## config.mk

```make
export PLATFORM = sky130hd
export DESIGN_NAME = gas_mix_relaxation_step_top
export DESIGN_NICKNAME = d
export VERILOG_FILES = /design/src/rtl/core/gmrs_pkg.sv /design/src/rtl/core/gmrs_mul.sv /design/src/rtl/core/gmrs_ctrl.sv /design/src/rtl/core/gas_mix_relaxation_step_top.sv
export SDC_FILE = /design/constraint.sdc
export NUM_CORES = 2
export LEC_CHECK = 0
export ABC_AREA = 1
export BUFFER_PORTS_ARGS = -buffer_cell sky130_fd_sc_hd__buf_4
export CORE_MARGIN = 5
export CORE_UTILIZATION = 67
export CTS_CLUSTER_SIZE = 16
export DETAILED_ROUTE_END_ITERATION = 10
export GPL_ROUTABILITY_DRIVEN = 1
export GPL_TIMING_DRIVEN = 0
export PLACE_DENSITY_LB_ADDON = 0.05
export SYNTH_ARGS = -nofsm -noshare
export SYNTH_HDL_FRONTEND = slang
export SYNTH_SLANG_ARGS = --single-unit
```

## constraint.sdc

```tcl
create_clock -name clk_i -period 14.3 [get_ports clk_i]
set_input_delay 0.715 -clock clk_i [delete_from_list [all_inputs] [get_ports clk_i]]
set_output_delay 0.715 -clock clk_i [all_outputs]
set_load 0.02 [all_outputs]
```

## src/rtl/core/gmrs_pkg.sv

```systemverilog
// shared types and constants for the gas mix relaxation step block
// no dependencies
package gmrs_pkg;

  localparam int unsigned CntW   = 30;
  localparam int unsigned TotW   = 31;
  localparam int unsigned CfgW   = 17;
  localparam int unsigned DiffW  = 32;
  localparam int unsigned ProdW  = CfgW + DiffW;
  localparam int unsigned DeltaW = ProdW - 16;
  localparam int unsigned AccW   = 48;
  localparam int unsigned XferW  = 49;

  localparam logic CFG_AMBIENT = 1'b0;
  localparam logic CFG_RATE    = 1'b1;

  typedef enum logic [4:0] {
    S_IDLE  = 5'b00001,
    S_TGT   = 5'b00010,
    S_DIF   = 5'b00100,
    S_RATE  = 5'b01000,
    S_APPLY = 5'b10000
  } state_e;

  typedef struct packed {
    logic busy;
    logic mul_en;
    logic sel_rate;
    logic diff_en;
    logic apply;
  } ctrl_t;

endpackage

```

## src/rtl/core/gmrs_mul.sv

```systemverilog
// shared registered multiplier, 17 x 32 bits
// depends on gmrs_pkg
module gmrs_mul (
  input  logic                            clk_i,
  input  logic                            en_i,
  input  logic [gmrs_pkg::CfgW-1:0]       a_i,
  input  logic [gmrs_pkg::DiffW-1:0]      b_i,
  output logic [gmrs_pkg::ProdW-1:0]      p_o
);

  logic [gmrs_pkg::ProdW-1:0] p_q;
  logic [gmrs_pkg::ProdW-1:0] p_d;

  assign p_d = {{gmrs_pkg::DiffW{1'b0}}, a_i} * {{gmrs_pkg::CfgW{1'b0}}, b_i};

  always_ff @(posedge clk_i) begin
    if (en_i) begin
      p_q <= p_d;
    end
  end

  assign p_o = p_q;

endmodule

```

## src/rtl/core/gmrs_ctrl.sv

```systemverilog
// sequencer that steps one tile through the shared multiplier
// depends on gmrs_pkg
module gmrs_ctrl (
  input  logic            clk_i,
  input  logic            rst_ni,
  input  logic            accept_i,
  input  logic            exch_i,
  input  logic            out_free_i,
  output gmrs_pkg::ctrl_t ctrl_o
);

  gmrs_pkg::state_e state_q, state_d;

  always_comb begin
    state_d         = state_q;
    ctrl_o          = '0;
    ctrl_o.busy     = (state_q != gmrs_pkg::S_IDLE);
    unique case (state_q)
      gmrs_pkg::S_IDLE: begin
        if (accept_i) begin
          state_d = exch_i ? gmrs_pkg::S_TGT : gmrs_pkg::S_APPLY;
        end
      end
      gmrs_pkg::S_TGT: begin
        ctrl_o.mul_en = 1'b1;
        state_d       = gmrs_pkg::S_DIF;
      end
      gmrs_pkg::S_DIF: begin
        ctrl_o.diff_en = 1'b1;
        state_d        = gmrs_pkg::S_RATE;
      end
      gmrs_pkg::S_RATE: begin
        ctrl_o.mul_en   = 1'b1;
        ctrl_o.sel_rate = 1'b1;
        state_d         = gmrs_pkg::S_APPLY;
      end
      gmrs_pkg::S_APPLY: begin
        if (out_free_i) begin
          ctrl_o.apply = 1'b1;
          state_d      = gmrs_pkg::S_IDLE;
        end
      end
      default: begin
        state_d = gmrs_pkg::S_IDLE;
      end
    endcase
  end

  always_ff @(posedge clk_i or negedge rst_ni) begin
    if (!rst_ni) begin
      state_q <= gmrs_pkg::S_IDLE;
    end else begin
      state_q <= state_d;
    end
  end

endmodule

```

## src/rtl/core/gas_mix_relaxation_step_top.sv

```systemverilog
// Relaxes the oxygen of each open-sky tile toward an ambient share of the tile's
// total gas and keeps a running transfer sum that clears after the last tile.
// One input word is taken at a time. An exchanging tile (sky tile, nonzero rate)
// passes the target, difference, rate and apply states, and the next word is
// taken only once its result is loaded. The steps are set by the one shared
// 17 x 32 multiplier, which forms first the target and then the scaled difference,
// with the difference step in between. Any other tile goes straight from idle to
// apply. The result sits in an output register, so the finished word waits there
// while the next tile is accepted; a tile whose result finds that register still
// stalled waits in its last step.
// depends on gmrs_pkg, gmrs_ctrl, gmrs_mul
module gas_mix_relaxation_step_top (
  input  logic                                 clk_i,
  input  logic                                 rst_ni,
  input  logic                                 cfg_we_i,
  input  logic                                 cfg_idx_i,
  input  logic [gmrs_pkg::CfgW-1:0]            cfg_data_i,
  input  logic                                 in_valid_i,
  output logic                                 in_stall_o,
  input  logic [gmrs_pkg::CntW-1:0]            o2_count_i,
  input  logic [gmrs_pkg::CntW-1:0]            inert_count_i,
  input  logic                                 is_sky_i,
  input  logic                                 last_tile_i,
  output logic                                 out_valid_o,
  input  logic                                 out_stall_i,
  output logic [gmrs_pkg::TotW-1:0]            o2_out_o,
  output logic [gmrs_pkg::TotW-1:0]            inert_out_o,
  output logic signed [gmrs_pkg::XferW-1:0]    transfer_total_o,
  output logic                                 last_out_o
);

  localparam int unsigned CntW   = gmrs_pkg::CntW;
  localparam int unsigned TotW   = gmrs_pkg::TotW;
  localparam int unsigned CfgW   = gmrs_pkg::CfgW;
  localparam int unsigned DiffW  = gmrs_pkg::DiffW;
  localparam int unsigned ProdW  = gmrs_pkg::ProdW;
  localparam int unsigned DeltaW = gmrs_pkg::DeltaW;
  localparam int unsigned AccW   = gmrs_pkg::AccW;

  gmrs_pkg::ctrl_t ctrl;

  logic [CfgW-1:0]  amb_q, rate_q;
  logic [CntW-1:0]  o2_q, inert_q;
  logic [TotW-1:0]  total_q;
  logic             last_q, exch_q;
  logic [DiffW-1:0] diff_q, diff_d;
  logic             up_q, up_d;
  logic [AccW-1:0]  acc_q, acc_d;

  logic             out_valid_q, out_valid_d;
  logic [TotW-1:0]  o2_out_q, inert_out_q;
  logic [AccW:0]    xfer_q;
  logic             last_out_q;

  logic             accept;
  logic             exch;
  logic             out_free;
  logic [CfgW-1:0]  mul_a;
  logic [DiffW-1:0] mul_b;
  logic [ProdW-1:0] mul_p;
  logic [DiffW-1:0] target;
  logic [ProdW-1:0] rnd;
  logic [DeltaW-1:0] delta;
  logic [DeltaW:0]  up_sum;
  logic [TotW-1:0]  o2_new, inert_new;
  logic [AccW-1:0]  chg, acc_new;

  assign accept   = in_valid_i && !in_stall_o;
  assign exch     = is_sky_i && (rate_q != '0);
  assign out_free = !out_valid_q || !out_stall_i;

  gmrs_ctrl u_ctrl (
    .clk_i      (clk_i),
    .rst_ni     (rst_ni),
    .accept_i   (accept),
    .exch_i     (exch),
    .out_free_i (out_free),
    .ctrl_o     (ctrl)
  );

  assign mul_a = ctrl.sel_rate ? rate_q : amb_q;
  assign mul_b = ctrl.sel_rate ? diff_q : {1'b0, total_q};

  gmrs_mul u_mul (
    .clk_i (clk_i),
    .en_i  (ctrl.mul_en),
    .a_i   (mul_a),
    .b_i   (mul_b),
    .p_o   (mul_p)
  );

  assign in_stall_o = ctrl.busy;

  // target minus oxygen as sign and magnitude
  assign target = mul_p[DiffW+15:16];
  assign up_d   = (target >= {{(DiffW-CntW){1'b0}}, o2_q});
  assign diff_d = up_d ? (target - {{(DiffW-CntW){1'b0}}, o2_q})
                       : ({{(DiffW-CntW){1'b0}}, o2_q} - target);

  // round half away from zero on the magnitude
  assign rnd    = mul_p + ProdW'(32768);
  assign delta  = rnd[ProdW-1:16];
  assign up_sum = {{(DeltaW+1-CntW){1'b0}}, o2_q} + {1'b0, delta};

  always_comb begin
    o2_new    = {1'b0, o2_q};
    inert_new = {1'b0, inert_q};
    if (exch_q) begin
      if (up_q) begin
        o2_new = (up_sum > {{(DeltaW+1-TotW){1'b0}}, total_q}) ? total_q : up_sum[TotW-1:0];
      end else begin
        o2_new = (delta >= {{(DeltaW-CntW){1'b0}}, o2_q}) ? '0
                 : ({1'b0, o2_q} - {1'b0, delta[CntW-1:0]});
      end
      inert_new = total_q - o2_new;
    end
  end

  assign chg     = {{(AccW-TotW){1'b0}}, o2_new} - {{(AccW-CntW){1'b0}}, o2_q};
  assign acc_new = exch_q ? (acc_q + chg) : acc_q;
  assign acc_d   = last_q ? '0 : acc_new;

  always_comb begin
    out_valid_d = out_valid_q;
    if (ctrl.apply) begin
      out_valid_d = 1'b1;
    end else if (out_valid_q && !out_stall_i) begin
      out_valid_d = 1'b0;
    end
  end

  always_ff @(posedge clk_i or negedge rst_ni) begin
    if (!rst_ni) begin
      amb_q       <= '0;
      rate_q      <= '0;
      acc_q       <= '0;
      out_valid_q <= 1'b0;
    end else begin
      if (cfg_we_i) begin
        unique case (cfg_idx_i)
          gmrs_pkg::CFG_AMBIENT: amb_q  <= cfg_data_i;
          gmrs_pkg::CFG_RATE:    rate_q <= cfg_data_i;
          default: begin
          end
        endcase
      end
      if (ctrl.apply) begin
        acc_q <= acc_d;
      end
      out_valid_q <= out_valid_d;
    end
  end

  always_ff @(posedge clk_i) begin
    if (accept) begin
      o2_q    <= o2_count_i;
      inert_q <= inert_count_i;
      total_q <= {1'b0, o2_count_i} + {1'b0, inert_count_i};
      last_q  <= last_tile_i;
      exch_q  <= exch;
    end
    if (ctrl.diff_en) begin
      diff_q <= diff_d;
      up_q   <= up_d;
    end
    if (ctrl.apply) begin
      o2_out_q    <= o2_new;
      inert_out_q <= inert_new;
      xfer_q      <= {acc_new[AccW-1], acc_new};
      last_out_q  <= last_q;
    end
  end

  assign out_valid_o      = out_valid_q;
  assign o2_out_o         = o2_out_q;
  assign inert_out_o      = inert_out_q;
  assign transfer_total_o = xfer_q;
  assign last_out_o       = last_out_q;

endmodule

```

# Word level (Yosys, flattened, before mapping)
# Cells that the tools add are included.
# Widths: inputs -> output; s select.
# op_classes
n_addsub	9
n_reduce_logical	13
mux	22
mul	1
order_cmp	3
n_eq_ne	8
bitwise_logic	1
# op_table
cell	n
$mux 31	5
$mux 48	2
$mux 32	2
$add 49x16->49 const B	1
$mul 17x32->49	1
$add 48x48->48	1
$add 30x33->34	1
$gt 34x31->1	1
$ge 33x30->1	1
$ge 32x30->1	1
$sub 30x32->32	1
$sub 31x30->32	1
$sub 32x30->32	1
$add 30x30->31	1
$sub 30x30->31	1
$sub 31x31->31	1
$mux 30	1
$pmux 5 s5	1
$mux 17	1
$reduce_bool 17->1	1
$mux 5	3
$mux 1	7
$reduce_and 2->1	3
$eq 5x1->1 const B	1
12 further kinds	17
# totals
input_bits	85
output_inout_bits	114
wordCells	75
regBits	374

# Longest topological paths before layout
# logic_depth
ltp_word	11
depth_mapped	81
mapped_depth_nobuf	81

# By module
# Synthesis repeated with hierarchy kept, for this count alone.
# unflattened
cells_unflattened	6561
hier_area_um2	49667.6
# modules_own_cells
module	cells_each	n_inst	seq_area_each_um2	area_each_um2
gas_mix_relaxation_step_top	3786	1	9193.8	29025.3
gmrs_mul	2733	1	1471.4	20339.5
gmrs_ctrl	42	1	126.4	302.8

# Least setup slack after synthesis
# OpenSTA, ideal clock, no wires.
# synth_timing
kind	reg-to-reg
startpoint	register u_mul.p_q (netlist bit u_mul.p_o[15])
endpoint	register transfer_total_o[47] (netlist name)
synth_period_minus_slack_ns	8.890
t_required_ns	14.045
t_arrival_ns	8.635
path_stages_with_launch	69
setup_time_ns	0.255
n_path_buf	2
path_slack_ns	5.410
cell_sequence	edfxtp_1 ha_1 nand2_1 nor2_1 inv_1 nor2_1 nand3_1 nor2_1 nand2_1 nor2_1 nand2_1 inv_1 nand2_1 inv_1 nand4_1 xor2_1 inv_1 ha_1 [33 not listed] nand2_1 a21oi_1 o21ai_1 nand2_1 nand3_1 xor2_1 ha_1 nand2_1 nor2_1 inv_1 o311ai_0 nor2_1 o31ai_1 inv_1 nand2_1 nand3_1 nand2_1 nand2_2
# synth_between
elab_chain_cells	10
word_cells_on_any_way	13
cone_classes	5 x add/sub; 2 x order compare; 6 x mux
# synth_rtl
element	line_no	source
start, declared	gmrs_mul.sv:11	logic [gmrs_pkg::ProdW-1:0] p_q;
start signal, assigned	gmrs_mul.sv:18	p_q <= p_d;
$add 49x16->49 (*)	gas_mix_relaxation_step_top.sv:101	assign rnd = mul_p + ProdW'(32768);
$add 30x33->34	gas_mix_relaxation_step_top.sv:103	assign up_sum = {{(DeltaW+1-CntW){1'b0}}, o2_q} + {1'b0, delta};
$gt 34x31->1	gas_mix_relaxation_step_top.sv:110	o2_new = (up_sum > {{(DeltaW+1-TotW){1'b0}}, total_q}) ? total_q : up_sum[TotW-1:0];
$mux 31	gas_mix_relaxation_step_top.sv:110	
$mux 31 (*)	gas_mix_relaxation_step_top.sv:109	if (up_q) begin
$mux 31 (*) (2 in a row)	gas_mix_relaxation_step_top.sv:108	if (exch_q) begin
named net o2_new[1]	gas_mix_relaxation_step_top.sv:65	logic [TotW-1:0] o2_new, inert_new;
$sub 31x30->32 (*)	gas_mix_relaxation_step_top.sv:119	assign chg = {{(AccW-TotW){1'b0}}, o2_new} - {{(AccW-CntW){1'b0}}, o2_q};
$add 48x48->48 (*)	gas_mix_relaxation_step_top.sv:120	assign acc_new = exch_q ? (acc_q + chg) : acc_q;
$mux 48 (*)	gas_mix_relaxation_step_top.sv:120	
named net acc_new[47]	gas_mix_relaxation_step_top.sv:66	logic [AccW-1:0] chg, acc_new;
# The timed path passes the listed nets; every way through them passes the cells marked *. The select of a mux whose other input is x is not followed.
# A chain may end at the register's enable or synchronous reset.

# Worst setup path in the final report
# layout_timing
startpoint	register u_mul.p_q (netlist bit u_mul.p_o[15])
endpoint	register acc_q[47]
# layout_between
elab_chain_cells	11
word_cells_on_any_way	14
cone_classes	5 x add/sub; 2 x order compare; 7 x mux
# layout_rtl
element	line_no	source
$add 49x16->49 (*)	gas_mix_relaxation_step_top.sv:101	
$add 30x33->34	gas_mix_relaxation_step_top.sv:103	
$gt 34x31->1	gas_mix_relaxation_step_top.sv:110	
$mux 31	gas_mix_relaxation_step_top.sv:110	
$mux 31 (*)	gas_mix_relaxation_step_top.sv:109	
$mux 31 (*) (2 in a row)	gas_mix_relaxation_step_top.sv:108	
named net o2_new[1]	gas_mix_relaxation_step_top.sv:65	
$sub 31x30->32 (*)	gas_mix_relaxation_step_top.sv:119	
$add 48x48->48 (*)	gas_mix_relaxation_step_top.sv:120	
$mux 48 (*)	gas_mix_relaxation_step_top.sv:120	
named net acc_new[47]	gas_mix_relaxation_step_top.sv:66	
$mux 48 (*)	gas_mix_relaxation_step_top.sv:121	assign acc_d = last_q ? '0 : acc_new;
end signal, assigned	gas_mix_relaxation_step_top.sv:136	acc_q <= '0;
end signal, assigned	gas_mix_relaxation_step_top.sv:148	acc_q <= acc_d;
end, declared	gas_mix_relaxation_step_top.sv:48	logic [AccW-1:0] acc_q, acc_d;
# Marks and branches as above.

==> impl_results.md <==
- Status: completed
- Io pins: 199
- Placed Cells: 6,904
- HP Class: primary input to register
- Number of core rows: 96
- Ys async rst share: roughly a quarter
- Gr busiest metal: met2
- WL final: 162,000 µm
- TNS Setup: 0 ps
- Proportion of layout cells with a drive suffix above 1: 5.82%
- Die height: roughly 270 µm
- CTS sink count: approximately 360
- Post-cts gate resize count: 0
- Min cycle time layout: 12,410 ps
- Most instantiated cells after synthesis: 1,178 x nand2_1, 1,085 x inv_1, 545 x nor2_1
- GP Congestion: around 1.1
- Hold slack: 300 ps
- Total gr overflow: 0
- Syn_nets: between 6,000 and 7,000
- Routed Antenna Nets: 0
- Actual slew at the worst max-slew pin: 1350 ps
- Gr usage total: 43.0%
- DP HPWL: around 130,000 µm
- Clk_skew: between 20 and 25 ps
- Total core area: 68,500 µm²
- Drt first pass iters: 9
- Horiz. Die Dim: approximately 270 µm
- Top cell type's share of synthesized area: 19.7%
- Distinct cells, synth: 60
- Final Cycle Share: 86.8%
- Cell Area, Synth: approximately 46,000 µm²
- CP max FO: 10
- Ys flop type: edfxtp_1
- Area growth, synth to finish: 8.89%
- Gate Count Post-Synth: 5,819
- Total CTS buffers: 41
- Ys Warns: 0
- CTS tree: built
- Met2 GRT Util: 64.8%
- Pins Over Slew Limit: 0
- Clock Path Buffers: 3
- Slowest-stage cell, CP: edfxtp_1
- Nets: 7,063
- Initial antenna violation count: 4
- Largest area contributor in the netlist: fa_1
- Reg clk slew, reported paths: 70 ps
- Relative slew slack: slightly below 9%
- Sequential fraction of the synthesis area: 22.4%
- Via-per-instance ratio: just over 6
- Initial DRC count: between 5,000 and 6,000
- Largest net degree at the start of global routing: 89
- Top post-synthesis cells by area: fa_1 20%, edfxtp_1 18%, ha_1 12%
- WHS Path Cells: 1
- Peak Freq: 0.0806 GHz
- Post-DR wirelength/cell: 23.2 µm
- Vias: 43,225
- Non-filler cells, final: around 7,000
- Crit path DAT: 12,890 ps
- CP most frequent cell: nand2_1
- Critical path class: register to register
- Post-synth EDFFs: 271
- Reg2reg path depth: 70
- RSZ-0062 raised after global routing: false
- Postcts setup bufs: 0
- Clock root buffer: clkbuf_16
- Maximum Capacitance Violations: 0
- Syn Area/Cell: 7.93 µm²
- M3 GR Usage: between 15 and 20%
- Most frequent cell after synthesis: nand2_1
- Initial Util: between 60% and 70%
- Hold_buf cts: 0
- Final setup viols: 0
- H-Tree Depth: 2
- Worst path max stage delay: 730 ps
- Worst-Skew Late Latency: approximately 600 ps
- DRC Markers: 0
- CP Launch Type: register
- Synth Register Bits: around 360
- Final Hold Violating Endpoints: 0
- Crit. End Element: register
- GR Util met1: 56.1%
- Req. time, crit path: 14,780 ps
- Vias in the first global route: 42,608
- Number of I/O port buffers: 198
- First-pass GRT wire length: around 240,000 µm
- Die area: 74,300 µm²
[registers in the layout, indices dropped and copies added (netlist names)]
signal            flops
total_q              31
rate_q               17
up_q                  1
u_ctrl.state_q        5
diff_q               32
o2_q                 30
transfer_total_o     48
last_out_o            1
last_q                1
o2_out_o             31
exch_q                1
inert_out_o          31
acc_q                48
amb_q                17
out_valid_o           1
u_mul.p_o            34
inert_q              30
[per-layer routing]
metal,vias to the layer above,wire length (µm),share of wire [%]
li1,19064,-,-
met5,-,40,0.025
met2,3030,69100,43
met4,6,10300,6.4
met3,672,23000,14
met1,20453,59800,37
[cell families (layout without fill, tap and decap cells)]
kind of cell	count (synthesis)	after routing	synth area share, %
and+or+nand+nor	1948	1948	16.9
buffers and inverters	1247	1525	10.2
AOI/OAI and AO/OA	1087	1087	13.3
adders and majority gates	913	913	32.1
DFF	359	359	22.4
xor gates and xnor gates	257	257	4.88
muxes	8	8	0.173
other	0	3	0
[cell usage in the layout (no fill, tap or decap), drive strengths merged, types with 6 or more instances in the layout]
master and n:
clkbuf 167, buf 233, o22ai 18, o211ai 30
xnor2 74, a22o 18, mux2i 8, nand2 1189
edfxtp 271, inv 1099, or2 10, nor2 556
a211oi 24, o31ai 17, nand3 95, ha 458
a31oi 41, dfrtp 87, nand4 27, o21ai 343
xor2 183, o21bai 17, nor4 16, a21oi 462
nor3 51, o21a 42, fa 455, a221oi 6
clkinv 20, o221ai 8, a21o 20, a21boi 24
[worst max-delay path, delay by kind of cell, from the launching register on]
| family | cells | cell delay (ps) |
|---|---|---|
| AND/OR/NAND/NOR | 40 | 4550 |
| AO/OA/AOI/OAI | 13 | 3220 |
| adder cells (fa/ha/maj) | 5 | 1920 |
| buffers and inverters | 10 | 1470 |
| flip-flops | 1 | 730 |
| XOR/XNOR | 2 | 370 |
[metrics by stage]
step / instance area [µm²] / worst slack, ps / util (%)
finish: 50300 / 1890 / 73.4
global route: 50300 / 1130 / 73.4
CTS: 50300 / 2300 / 73.4
detailed placement: 48900 / 2420 / 71.4
global placement: 48800 / 2670 / 71.2
floorplan: 46200 / 5410 / -
[worst paths after layout]
path | start | end | slack [ps]
min reg2reg | amb_q[15]$_DFFE_PN0P_ | amb_q[15]$_DFFE_PN0P_ | 480
max reg2reg | u_mul.p_o[15]$_DFFE_PP_ | acc_q[47]$_DFFE_PN0P_ | 1890
min | last_tile_i | last_q$_DFFE_PP_ | 300
max | u_mul.p_o[15]$_DFFE_PP_ | acc_q[47]$_DFFE_PN0P_ | 1890
min in group asynchronous | rst_ni | acc_q[9]$_DFFE_PN0P_ | 340
max in group asynchronous | rst_ni | amb_q[6]$_DFFE_PN0P_ | 13010
[layout make-up]
class	count	area, µm²
Clock buffer	53	1130
Buffer	144	588
Multi-Input combinational cell	4213	31100
Tap cell	882	1100
Sequential cell	359	10300
Inverter	1103	4140
Fill cell	5249	18200
Antenna cell	3	7.51
Timing Repair Buffer	203	1600
Clock inverter	22	239
Power is not shown: default switching activity piles up to over one toggle a cycle in this logic, so the estimate is an artifact.
